File: config.mk
export PLATFORM = sky130hd
export DESIGN_NAME = tcc_ctrl
export DESIGN_NICKNAME = d
export VERILOG_FILES = /design/src/tcc_pkg.sv /design/src/tcc_ctrl.sv
export SDC_FILE = /design/constraint.sdc
export NUM_CORES = 1
export LEC_CHECK = 0
export ABC_AREA = 1
export BUFFER_PORTS_ARGS = -buffer_cell sky130_fd_sc_hd__buf_2
export CORE_MARGIN = 5
export CORE_UTILIZATION = 50
export DETAILED_ROUTE_END_ITERATION = 10
export PLACE_DENSITY = 0.75
export SETUP_SLACK_MARGIN = 0.2
export SLEW_MARGIN = 20
export SYNTH_ARGS = -nofsm -noshare
export SYNTH_HDL_FRONTEND = slang
export SYNTH_SLANG_ARGS = --single-unit
File: constraint.sdc
create_clock -name clock -period 1.7 [get_ports clock]
set_input_delay 0.34 -clock clock [delete_from_list [all_inputs] [get_ports clock]]
set_output_delay 0.34 -clock clock [all_outputs]
set_load 0.01 [all_outputs]
File: src/tcc_pkg.sv
// ----------------------------------------------------------------------------
// Traction control CAN node package
// Shared constants, codes, register layout and controller/datapath types.
// ----------------------------------------------------------------------------
`default_nettype none

package tcc_pkg;

   // Default width of the message age counters.
   localparam int AGE_WIDTH_DEF = 8;

   // Input command codes.
   localparam logic [1:0] CMD_FRAME = 2'd0;
   localparam logic [1:0] CMD_TICK  = 2'd1;
   localparam logic [1:0] CMD_STEP  = 2'd2;

   // CAN identifiers.
   localparam logic [10:0] ID_WHEEL_SPEED = 11'h1f0;
   localparam logic [10:0] ID_TORQUE_2    = 11'h1c3;
   localparam logic [10:0] ID_TORQUE_3    = 11'h2c3;
   localparam logic [10:0] ID_TRANS       = 11'h1f5;
   localparam logic [10:0] ID_TX          = 11'h1c7;

   // Register indexes on the configuration port.
   localparam logic [2:0] REG_GAIN_P       = 3'd0;
   localparam logic [2:0] REG_GAIN_I       = 3'd1;
   localparam logic [2:0] REG_GAIN_D       = 3'd2;
   localparam logic [2:0] REG_MIN_FRONT    = 3'd3;
   localparam logic [2:0] REG_MIN_TORQUE   = 3'd4;
   localparam logic [2:0] REG_SLIP_ENABLE  = 3'd5;
   localparam logic [2:0] REG_SLIP_DISABLE = 3'd6;
   localparam logic [2:0] REG_SLIP_TARGET  = 3'd7;

   // Divider geometry: dividend and divisor widths.
   localparam int DIV_NW = 36;
   localparam int DIV_DW = 18;

   // Configuration register set.
   typedef struct packed {
      logic signed [15:0] gain_p;
      logic signed [15:0] gain_i;
      logic signed [15:0] gain_d;
      logic [12:0]        min_front_speed;
      logic [11:0]        min_driver_torque;
      logic signed [13:0] slip_enable;
      logic signed [13:0] slip_disable;
      logic signed [13:0] slip_target;
   } cfg_type;

   // Multiplier operand selection.
   typedef enum logic [2:0] {
      MUL_NONE = 3'd0,
      MUL_AXLE = 3'd1,
      MUL_I    = 3'd2,
      MUL_P    = 3'd3,
      MUL_D    = 3'd4
   } mul_op_type;

   // Commands from the controller to the datapath.
   typedef struct packed {
      logic       accept;
      logic       eval;
      logic       prime;
      logic       div_i;
      logic       acc_load;
      logic       acc_add;
      logic       upd_i;
      logic       sum_out;
      logic       decide;
      logic       finish;
      mul_op_type mul_op;
   } cmd_type;

   // Status from the datapath to the controller.
   typedef struct packed {
      logic inputs_ok;
      logic active;
      logic div_busy;
      logic need_div;
   } status_type;

   // Total ratio per gear, Q5.12; unknown gears read as zero.
   function automatic logic [16:0] gear_ratio(input logic [3:0] gear);
      logic [16:0] r;
      case (gear)
         4'd1: r = 17'd73892;
         4'd2: r = 17'd43495;
         4'd3: r = 17'd30228;
         4'd4: r = 17'd22503;
         4'd5: r = 17'd16794;
         4'd6: r = 17'd12595;
         default: r = 17'd0;
      endcase
      return r;
   endfunction

endpackage

`default_nettype wire

File: src/tcc_ctrl.sv
// ----------------------------------------------------------------------------
// Traction control controller
// Sequences a control step through the shared multiplier and divider.
// ----------------------------------------------------------------------------
`default_nettype none

module tcc_ctrl
   import tcc_pkg::*;
(
   input  wire logic  clock,
   input  wire logic  reset,
   input  wire logic  in_valid,
   input  wire logic [1:0] in_command,
   output logic       in_ready,
   output logic       out_valid,
   input  wire logic  out_ready,
   output logic       out_torque,
   input  status_type stat,
   output cmd_type    cmd
);

   typedef enum logic [14:0] {
      ST_IDLE      = 15'b000000000000001,
      ST_EVAL      = 15'b000000000000010,
      ST_MUL_AXLE  = 15'b000000000000100,
      ST_PRIME     = 15'b000000000001000,
      ST_DIVI_GO   = 15'b000000000010000,
      ST_MUL_D     = 15'b000000000100000,
      ST_ACC_D     = 15'b000000001000000,
      ST_DIVI_WAIT = 15'b000000010000000,
      ST_UPD_I     = 15'b000000100000000,
      ST_SUM_OUT   = 15'b000001000000000,
      ST_DECIDE    = 15'b000010000000000,
      ST_DIVR_WAIT = 15'b000100000000000,
      ST_FINISH    = 15'b001000000000000,
      ST_SEND_STAT = 15'b010000000000000,
      ST_SEND_TORQ = 15'b100000000000000
   } state_type;

   state_type state_ff, state_in;

   // Next state and datapath commands.
   always_comb begin
      state_in   = state_ff;
      cmd        = '0;
      cmd.mul_op = MUL_NONE;
      in_ready   = 1'b0;
      out_valid  = 1'b0;
      out_torque = 1'b0;
      case (state_ff)
         ST_IDLE: begin
            in_ready   = 1'b1;
            cmd.accept = in_valid;
            if (in_valid && in_command == CMD_STEP) begin
               state_in = ST_EVAL;
            end
         end
         ST_EVAL: begin
            cmd.eval = 1'b1;
            if (!stat.inputs_ok) begin
               state_in = ST_IDLE;
            end else if (stat.active) begin
               state_in = ST_MUL_AXLE;
            end else begin
               state_in = ST_FINISH;
            end
         end
         ST_MUL_AXLE: begin
            cmd.mul_op = MUL_AXLE;
            state_in   = ST_PRIME;
         end
         ST_PRIME: begin
            cmd.prime  = 1'b1;
            cmd.mul_op = MUL_I;
            state_in   = ST_DIVI_GO;
         end
         ST_DIVI_GO: begin
            cmd.div_i  = 1'b1;
            cmd.mul_op = MUL_P;
            state_in   = ST_MUL_D;
         end
         ST_MUL_D: begin
            cmd.acc_load = 1'b1;
            cmd.mul_op   = MUL_D;
            state_in     = ST_ACC_D;
         end
         ST_ACC_D: begin
            cmd.acc_add = 1'b1;
            state_in    = ST_DIVI_WAIT;
         end
         ST_DIVI_WAIT: begin
            if (!stat.div_busy) begin
               state_in = ST_UPD_I;
            end
         end
         ST_UPD_I: begin
            cmd.upd_i = 1'b1;
            state_in  = ST_SUM_OUT;
         end
         ST_SUM_OUT: begin
            cmd.sum_out = 1'b1;
            state_in    = ST_DECIDE;
         end
         ST_DECIDE: begin
            cmd.decide = 1'b1;
            state_in   = stat.need_div ? ST_DIVR_WAIT : ST_FINISH;
         end
         ST_DIVR_WAIT: begin
            if (!stat.div_busy) begin
               state_in = ST_FINISH;
            end
         end
         ST_FINISH: begin
            cmd.finish = 1'b1;
            state_in   = ST_SEND_STAT;
         end
         ST_SEND_STAT: begin
            out_valid = 1'b1;
            if (out_ready) begin
               state_in = ST_SEND_TORQ;
            end
         end
         ST_SEND_TORQ: begin
            out_valid  = 1'b1;
            out_torque = 1'b1;
            if (out_ready) begin
               state_in = ST_IDLE;
            end
         end
         default: begin
            state_in = ST_IDLE;
         end
      endcase
   end

   always_ff @(posedge clock) begin
      if (reset) begin
         state_ff <= ST_IDLE;
      end else begin
         state_ff <= state_in;
      end
   end

endmodule

`default_nettype wire

==> qor.yml, run 1 <==
place:
  gp_congestion: 0.8501
  dpl.cell_count: 214
  dp_hpwl_microns: 1881
  placed_cell_area_sq_um: 1197
  port_buffers: 25
cells_and_area:
  largest_reg_flops: 15
  antenna_cells: 0
  drive_above_1_share_pct: 52.56
  multi_input_area_sq_um: 745.7
  reg_top3: "state_ff x15"
  regArea_sq_um: 319.1
  layout.cells.non_filler: 242
  fillers: 130
  final_nets: 226
  syn_to_final_growth_pct: 51.83
  finalInstanceArea_sq_um: 1613
  top_register: "state_ff"
  fin_util_pct: 80.56
timing:
  fin_worst_skew_ns: 0.01534
  drv_slew: 0
  relSlewSlack_pct: 80.70
  fin_ws_ns: -0.09755
  final.setup.tns_ns: -1.063
  setup_viol: 21
  whs_ns: 0.2615
  rsz0062_at_grt: "true"
  fmax_ghz: 0.5563
  worst_slew_pin_slew_ns: 0.2895
  period_share_pct: 105.7
  fin_crit_ns: 1.798
  hold_viol: 0
clock_network:
  clock_sinks: 15
  cts_inserted_buffers: 3
  cts_tree: "done"
  clkTransAtPathRegs_ns: 0.11
  cts-root-buf: "clkbuf_4"
  insertion_delay_ns: 0.31
  cts-htree-levels: 1
  clock_path_buffers: 2
  hold_buffers: 0
critical_path:
  criticalPathCategory: "register to output pin"
  cp_slowest_cell: "dfxtp_4"
  crit_required_ns: 1.36
  regToRegSetupSlack_ns: -0.05
  arrival_ns: 1.46
  end_kind: "output pin"
  crit_top_cell: "nor2_4"
  crit_chain: "nor2_4, nand2_2, nor2_4, buf_12, nand3_2, inv_2, buf_2"
  worstPathMaxFanout: 8
  cp_slowest_stage_delay_ns: 0.37
  start_kind: "register"
route:
  vias: 1265
  wl_microns: 3451
  antenna_left: 0
  drt-initial-drc-count: 59
  drc_errors: 0
  wl_per_cell_microns: 14.26
  viasPerCell: 5.227
  drt_first_pass_iters: 4
yosys:
  synthCells: 164
  syn-cell-area_sq_um: 1062
  yosysSeqAreaShare_pct: 28.27
  syn-num-nets: 174
  synth.distinct_cells: 20
  synth-seq-cells: 15
  yosys_warnings: 0
  postSynthAreaPerCell_sq_um: 6.477
status:
  violations: "negative setup slack"
  outcome: "finished with violations"
global_route:
  track_usage_pct: 21.90
  grt_pass1_wl_microns: 5430
  grt_max_degree: 12
  antenna_found_initial: 0
  grt_pass1_vias: 1215
  overflow: 0
die:
  core-area_sq_um: 2002
  die_x_microns: 56.09
  design.die.area_sq_um: 3146
  pin_count: 26
  rows: 16
  start_util_pct: 53.06
  die_h_microns: 56.09
worst_hold_path:
  hold_path.class: "input pin to register"
flow_run:
  max_cap_viol_count: 0
power:
  cellPowerDensity_nw_per_um2: 1558
  p_leak_nw: 0.8957
  vdd_ir_drop_max_mv: 1.495
-- path summary, 6_finish.rpt --
check                    from          end  cells past startpoint
hold reg to reg   state_ff[1]  state_ff[2]                      4
setup / recovery  state_ff[8]      cmd[11]                      7
setup reg to reg  state_ff[8]  state_ff[7]                     13
hold / removal        stat[2]  state_ff[2]                      3
-- stage by stage --
step | power [W] | setup slack, ns
final | 0.002512 | -0.09755
after global routing | 0.002670 | -0.1864
after CTS | 0.002375 | -0.06072
after detailed placement | 0.001524 | 0.1088
after global placement | 0.001497 | 0.1753
after floorplan | 0.001425 | 0.2997
-- where the power goes --
group	internal, W	total [W]	leakage (nW)	switching, W
registers	0.000418	0.000485	0.127	0.0000662
logic	0.000789	0.00180	0.751	0.00102
clock network	0.0000879	0.000223	0.0177	0.000136
total	0.00130	0.00251	0.896	0.00122
-- synth_stat cells --
cell type  count  area [sq um]
clkbuf_1       1         3.750
buf_12         1         20.02
a21oi_1        1         5.000
nor2_4         4         45.04
dfxtp_1       15         300.3
nor3_1        10         50.05
and2_1         1         6.260
nand3_4        2         35.03
nand3_1       16         80.08
inv_2          1         3.750
nand2_4        4         45.04
nor2_1        24         90.09
inv_1         36         135.1
nor2_8         1         20.02
a21oi_4        1         16.27
nor4_1         1         6.260
nor2_2         8         50.05
nand2_1       33         123.9
o211ai_1       1         7.510
nand2_2        3         18.77
-- layout by cell type (no fill, tap or decap), types with 3 or more instances in the layout --
master	count
inv_1	32
nand2_1	27
buf_2	22
nor2_1	20
buf_4	17
nand3_1	10
nor2_2	8
nor2_4	8
buf_6	8
nand2_2	7
nor3_2	7
nand3_2	6
dfxtp_1	6
dfxtp_2	6
nand2_4	5
inv_2	5
nor3_1	3
nand3_4	3
clkbuf_4	3
dfxtp_4	3
-- routing by layer --
metal | vias up | GRT usage [%] | wire (microns) | part of all wire [%]
met3 | 25 | 4.640 | 263 | 7.6
li1 | 598 | - | - | -
met2 | 73 | 40.07 | 1793 | 52
met5 | - | 0 | 0 | 0
met1 | 569 | 22.67 | 1205 | 35
met4 | 0 | 12.54 | 188 | 5.4
-- worst max-delay path: cells and delay by family (launching register included) --
family | cells | cell delay (ns)
buffers and inverters | 3 | 0.35
DFF | 1 | 0.37
and+or+nand+nor | 4 | 0.42
-- cells by family after synthesis --
family,after synthesis,synth area share (%)
buffers and inverters,39,15.31
and+or+nand+nor,107,53.71
DFF,15,28.27
AOI/OAI and AO/OA,3,2.709
-- cell type report --
| cell class | instances | share of cell area [%] |
|---|---|---|
| Tap cell | 27 | 2.095 |
| Inverter | 37 | 8.611 |
| Sequential cell | 15 | 19.78 |
| Multi-Input combinational cell | 111 | 46.24 |
| Clock buffer | 3 | 1.396 |
| Timing Repair Buffer | 48 | 21.57 |
| Clock inverter | 1 | 0.3103 |
-- repair_timing --
item                                    4_1_cts  5_1_grt
endpoints found under the setup margin       26       30
cloned                                        1        0
resized for setup                            45       10
pin swaps                                    16        4
setup buffers                                20        3
No activity file was read; power rests on OpenSTA's default activity.
==> inputs of run 2 (changes only) <==
- CORE_MARGIN: 5 -> not set
- RECOVER_POWER: not set -> 50
==> run 2 against run 1 <==
  * The run still ends with negative setup slack left
  * Power is 8.2% lower
  * Core utilization grew 0.18 points
  * Sequential share of layout area fell by 0.080 points
  * Combinational power down 11%
  * Non-clock buffer count grew 5
  * Flip-flop and latch count stayed put
  * Critical path type unchanged
==> qor.yml, run 2 (synthesis gave the netlist of run 1 again) <==
route:
  wl_per_cell_microns: 13.53
  vias: 1317
  drt-initial-drc-count: 61
  wl_microns: 3342
  drt_first_pass_iters: 5
  viasPerCell: 5.332
  drc_errors: 0
  antenna_left: 0
clock_network:
  clkTransAtPathRegs_ns: 0.09
  clock_sinks: 15
  cts_tree: "done"
  cts_inserted_buffers: 3
  cts-root-buf: "clkbuf_4"
  insertion_delay_ns: 0.28
  cts-htree-levels: 1
  clock_path_buffers: 2
  hold_buffers: 0
timing:
  period_share_pct: 107.7
  hold_viol: 0
  setup_viol: 15
  fmax_ghz: 0.5461
  rsz0062_at_grt: "true"
  fin_crit_ns: 1.831
  relSlewSlack_pct: 80.41
  drv_slew: 0
  worst_slew_pin_slew_ns: 0.2931
  fin_ws_ns: -0.1311
  fin_worst_skew_ns: 0.002291
worst_hold_path:
  hold_path.class: "input pin to register"
cells_and_area:
  antenna_cells: 0
  fin_util_pct: 80.74
  syn_to_final_growth_pct: 50.65
  reg_top3: "state_ff x15"
  drive_above_1_share_pct: 50.45
  top_register: "state_ff"
  final_nets: 231
  final_cell_mix: "28 x inv_1, 26 x nand2_1, 26 x buf_4, 22 x nor2_1, 18 x buf_2"
  layout_commonest_cell: "inv_1"
  largest_reg_flops: 15
  layout.cells.non_filler: 247
die:
  design.die.area_sq_um: 2313
  die_x_microns: 48.09
  pin_count: 26
  rows: 16
  die_h_microns: 48.09
  core-area_sq_um: 1982
  start_util_pct: 53.60
global_route:
  overflow: 0
  grt_max_degree: 12
  antenna_found_initial: 0
  grt_pass1_wl_microns: 4333
  grt_pass1_vias: 1053
  track_usage_pct: 27.02
place:
  dpl.cell_count: 214
  port_buffers: 25
  dp_hpwl_microns: 1768
  gp_congestion: 0.8194
critical_path:
  end_kind: "output pin"
  start_kind: "register"
  arrival_ns: 1.49
  r2r_cells: 10
  regToRegSetupSlack_ns: -0.10
  rr_startpoint: "state_ff[10]"
  criticalPathCategory: "register to output pin"
  worstPathMaxFanout: 8
  critPathLaunch: "state_ff[10]"
  rr_endpoint: "state_ff[11]"
  crit_required_ns: 1.36
  endpoint: "cmd[7]"
power:
  power.share.clock_pct: 8.8
  seqPwrFrac_pct: 21.3
  cellPowerDensity_nw_per_um2: 1441
  p_leak_nw: 0.8827
  switching_share_pct: 47.99
  combinationalPowerShare_pct: 69.9
  vdd_ir_drop_max_mv: 1.416
  internal-power_w: 0.001199
  switchingPower_w: 0.001106
status:
  violations: "negative setup slack"
  outcome: "finished with violations"
flow_run:
  max_cap_viol_count: 0
-- run 2: cell types whose count changed in the layout (fill, tap and decap cells not counted), sizes merged --
| cell | delta |
|---|---|
| clkinv | -1 |
| buf | +5 |
| clkbuf | +1 |
-- run 2: cell type report --
class                      count  area [sq um]
sequential                    15         315.3
multi-input combinational    111         699.4
timing repair buffer          53         386.6
clock buffer                   4         26.28
fill                         118         381.6
inverter                      37         138.9
tap                           27         33.78
-- run 2: worst min path at each step --
stage	from	to	slack (ns)	cells past startpoint
6_report	stat[2]	state_ff[2]	0.31	3
5_1_grt	stat[2]	state_ff[2]	0.30	3
4_1_cts	stat[2]	state_ff[2]	0.30	3
3_5_place_dp	state_ff[11]	state_ff[11]	0.50	2
3_3_place_gp	state_ff[11]	state_ff[11]	0.48	2
2_1_floorplan	state_ff[11]	state_ff[11]	0.47	2
-- run 2: per-layer routing --
metal | track usage, % | up-vias | wire length, microns
li1 | - | 612 | -
met1 | 30.00 | 584 | 1276
met2 | 48.65 | 98 | 1608
met3 | 3.333 | 23 | 272
met4 | 16.67 | 0 | 184
met5 | 0 | - | 0
-- run 2: power by group through the flow --
stage	sequential (W)	combinational, W	clock [W]
after global placement	0.000470	0.00102	0
after floorplan	0.000464	0.000961	0
final	0.000491	0.00161	0.000204
after detailed placement	0.000476	0.00104	0
after CTS	0.000471	0.00137	0.000204
after global routing	0.000496	0.00174	0.000226
-- run 2: timing repair --
action,in CTS,in global routing
setup buffers,14,14
pin swaps,14,12
resized for setup,29,19
setup endpoints to repair,22,30
endpoints found under the hold margin,0,0
gates cloned,1,0
-- run 2: stage by stage --
step	setup slack, ns	hold slack (ns)	instance area (sq um)	total power (W)	setup TNS (ns)
6_report	-0.1311	0.3087	1600	0.002306	-0.9857
5_1_grt	-0.2003	0.3041	1600	0.002463	-2.694
4_1_cts	-0.08391	0.3003	1444	0.002041	-0.5874
3_5_place_dp	0.1527	0.4955	1197	0.001516	0
3_3_place_gp	0.1799	0.4803	1197	0.001492	0
2_1_floorplan	0.2997	0.4676	1062	0.001425	0
-- run 2: critical path, stage by stage (launching register included) --
cell,delay [ns]
dfxtp_1,0.33
nor2_2,0.15
nand2_2,0.09
nor2_4,0.25
buf_4,0.17
nand2_2,0.05
inv_2,0.07
buf_6,0.10
==> inputs of run 3 (changes only) <==
- ABC_AREA: 1 -> not set
- CAP_MARGIN: not set -> 10
- PLACE_DENSITY: 0.75 -> 0.76
==> run 3 against run 2 <==
  * The flow now stops in clock tree synthesis (4_1_cts)
  * Area after synthesis down 7.5%
  * Synthesized cell count down 29%
==> qor.yml, run 3 <==
yosys:
  yosys_warnings: 0
  yosysSeqAreaShare_pct: 30.57
  yosys.area.top_type: "dfxtp_1"
  async_reset_ff_share_pct: 0
  synth_common_cells: "21 x nor2_1, 15 x dfxtp_1, 8 x nand2_1"
  synthCells: 116
  syn-num-nets: 126
  synth_area_leaders: "dfxtp_1 31%, nor4_4 8.7%, nor2_1 8.0%"
  synth_flop_cell: "dfxtp_1"
  synth.distinct_cells: 34
  synth_edf_count: 0
  postSynthAreaPerCell_sq_um: 8.467
  yosysMostFrequentCell: "nor2_1"
  synth_top_area_share_pct: 30.57
  synth-seq-cells: 15
  syn-cell-area_sq_um: 982.2
die:
  pin_count: 26
  die_h_microns: 46.32
  rows: 15
  die_x_microns: 46.32
  start_util_pct: 55.09
clock_network:
  post-cts-setup-buffer-count: 15
  cts_inserted_buffers: 3
  hold_buffers: 0
  cts_resized: 54
  clock_path_buffers: 2
  cts-root-buf: "clkbuf_4"
  clock_sinks: 15
  cts-htree-levels: 1
place:
  port_buffers: 25
  gp_congestion: 0.8568
  dp_hpwl_microns: 2245
  placed_cell_area_sq_um: 1386
status:
  stop_error: "[ERROR DPL-0033] detailed placement checks failed during check placement."
  outcome: "did not finish"
  haltStage: "clock tree synthesis (4_1_cts)"
-- run 3: stage by stage --
stage,instances,hold WS (ns),worst slack [ns]
global placement,191,0.5853,-0.06659
detailed placement,191,0.5916,-0.05929
floorplan,116,0.4024,0.02258
-- run 3: logic make-up after synthesis --
| logic type | after synthesis | share of synthesized area, % |
|---|---|---|
| simple gates | 77 | 52.61 |
| xor+xnor | 4 | 3.568 |
| flops | 15 | 30.57 |
| compound gates | 15 | 11.08 |
| buf+inv | 5 | 2.166 |
==> inputs of run 4 (changes only) <==
- CORE_AREA: not set -> 2 2 63 65
- CORE_UTILIZATION: 50 -> not set
- DIE_AREA: not set -> 0 0 65 67
- PLACE_DENSITY: 0.76 -> not set
- PLACE_DENSITY_LB_ADDON: not set -> 0.15
- SETUP_SLACK_MARGIN: 0.2 -> not set
==> run 4 against run 3 <==
  * The flow now finishes, with violations (negative setup slack)
  * Synthesized cell count did not move
  * Area after synthesis did not move
==> qor.yml, run 4 <==
power:
  p_leak_nw: 0.6900
  vdd_ir_drop_max_mv: 0.4146
  cellPowerDensity_nw_per_um2: 648.8
timing:
  final.setup.tns_ns: -4.990
  rsz0062_at_grt: "true"
  drv_slew: 0
  fin_worst_skew_ns: 0.004057
  period_share_pct: 116.8
  hold_viol: 0
  relSlewSlack_pct: 69.63
  fin_crit_ns: 1.985
  fin_ws_ns: -0.2853
  worst_slew_pin_slew_ns: 0.4539
  setup_viol: 30
  fmax_ghz: 0.5037
critical_path:
  r2r_cells: 8
  rr_startpoint: "state_ff[0]"
  arrival_ns: 1.65
  criticalPathCategory: "register to output pin"
  start_kind: "register"
  worstPathMaxFanout: 7
  rr_endpoint: "state_ff[14]"
  crit_required_ns: 1.36
  end_kind: "output pin"
  regToRegSetupSlack_ns: -0.17
yosys:
  yosysMostFrequentCell: "nor2_1"
  postSynthAreaPerCell_sq_um: 8.467
  yosys.area.top_type: "dfxtp_1"
  syn-cell-area_sq_um: 982.2
  synth-seq-cells: 15
  synth_flop_cell: "dfxtp_1"
  synth_edf_count: 0
  yosys_warnings: 0
  synth_area_leaders: "dfxtp_1 31%, nor4_4 8.7%, nor2_1 8.0%"
  yosysSeqAreaShare_pct: 30.57
  synth_top_area_share_pct: 30.57
  synth.distinct_cells: 34
  synthCells: 116
  async_reset_ff_share_pct: 0
  syn-num-nets: 126
  synth_common_cells: "21 x nor2_1, 15 x dfxtp_1, 8 x nand2_1"
clock_network:
  clkTransAtPathRegs_ns: 0.06
  cts-htree-levels: 1
  cts-root-buf: "clkbuf_8"
  clock_sinks: 15
  hold_buffers: 0
  clock_path_buffers: 2
  insertion_delay_ns: 0.25
  cts_inserted_buffers: 3
  cts_tree: "done"
die:
  design.die.area_sq_um: 4355
  core-area_sq_um: 3606
  pin_count: 26
  start_util_pct: 27.24
  die_x_microns: 65
  rows: 22
  die_h_microns: 67
flow_run:
  max_cap_viol_count: 0
route:
  wl_per_cell_microns: 13.41
  wl_microns: 3031
  drc_errors: 0
  drt-initial-drc-count: 42
  drt_first_pass_iters: 4
  viasPerCell: 4.796
  antenna_left: 0
  vias: 1084
worst_hold_path:
  hold_path.class: "input pin to register"
  hp-start: "reset"
  whs_path_depth: 2
  min_to: "state_ff[14]"
global_route:
  track_usage_pct: 15.66
  antenna_found_initial: 0
  overflow: 0
  grt_pass1_wl_microns: 5285
  grt_max_degree: 9
  grt_pass1_vias: 1154
cells_and_area:
  reg_top3: "state_ff x15"
  fillers: 365
  fin_util_pct: 46.18
  layout.cells.non_filler: 226
  top_register: "state_ff"
  antenna_cells: 0
  final_nets: 189
  syn_to_final_growth_pct: 69.55
  final_cell_mix: "30 x buf_4, 22 x buf_2, 19 x nor2_1, 9 x dfxtp_1, 7 x buf_6"
  drive_above_1_share_pct: 58.99
  multi_input_area_sq_um: 802.0
  regArea_sq_um: 312.8
  largest_reg_flops: 15
  layout_commonest_cell: "buf_4"
place:
  gp_congestion: 0.7704
  dp_hpwl_microns: 2283
  pre_cts_slack_ns: -0.08107
  port_buffers: 25
  dpl.cell_count: 215
status:
  outcome: "finished with violations"
  violations: "negative setup slack"
-- run 4: layout make-up --
class	instances	share of cell area (%)
Clock buffer	4	2.705
Inverter	3	0.6762
Multi-Input combinational cell	96	48.16
Sequential cell	15	18.78
Tap cell	48	3.606
Timing Repair Buffer	60	26.07
-- run 4: metrics by stage --
step / hold slack, ns / area, sq um / power [W]
3_5_place_dp: 0.6029 / 1398 / 0.0006998
4_1_cts: 0.3414 / 1585 / 0.001069
2_1_floorplan: 0.4024 / 999.7 / 0.0005636
3_3_place_gp: 0.5962 / 1398 / 0.0006981
5_1_grt: 0.3577 / 1665 / 0.001142
6_report: 0.3401 / 1665 / 0.001081
-- run 4: critical path, stage by stage (launching register included) --
cell      delay, ns
dfxtp_4        0.36
nor4_4         0.32
buf_12         0.16
nand4b_1       0.13
or2_4          0.27
nand2_2        0.06
buf_6          0.09
-- run 4: how the worst max path moves through the flow --
stage                           start           end  slack, ns  cells after the start
after floorplan           state_ff[4]       cmd[12]      -0.01                      4
after global placement    state_ff[0]  state_ff[12]      -0.15                      6
after detailed placement  state_ff[0]   state_ff[9]      -0.08                      6
after CTS                 state_ff[0]        cmd[0]      -0.29                      6
after global routing      state_ff[0]        cmd[3]      -0.36                      5
final                     state_ff[0]        cmd[0]      -0.29                      6
-- run 4: kinds of logic (layout without fill, tap and decap cells) --
family | count (synthesis) | after routing | synth area share, %
xor gates and xnor gates | 4 | 4 | 3.568
and+or+nand+nor | 77 | 77 | 52.61
buffers and inverters | 5 | 67 | 2.166
DFF | 15 | 15 | 30.57
AOI/OAI and AO/OA | 15 | 15 | 11.08
-- run 4: power breakdown --
| group | total [W] | switching [W] | internal, W |
|---|---|---|---|
| Combinational | 0.000406 | 0.000207 | 0.000199 |
| Clock | 0.000293 | 0.000127 | 0.000166 |
| Sequential | 0.000382 | 0.0000180 | 0.000363 |
-- run 4: layer usage --
metal	vias to the layer above	wire, microns	track usage, %
met5	-	0	0
met4	0	23	2.394
met3	2	135	4.054
met2	21	1480	27.19
met1	509	1392	19.74
li1	552	-	-
-- run 4: what timing repair did --
item                       CTS  global route
setup endpoints to repair   29            30
gates resized for setup     27            14
pin swaps                   17             8
buffers inserted             5             2
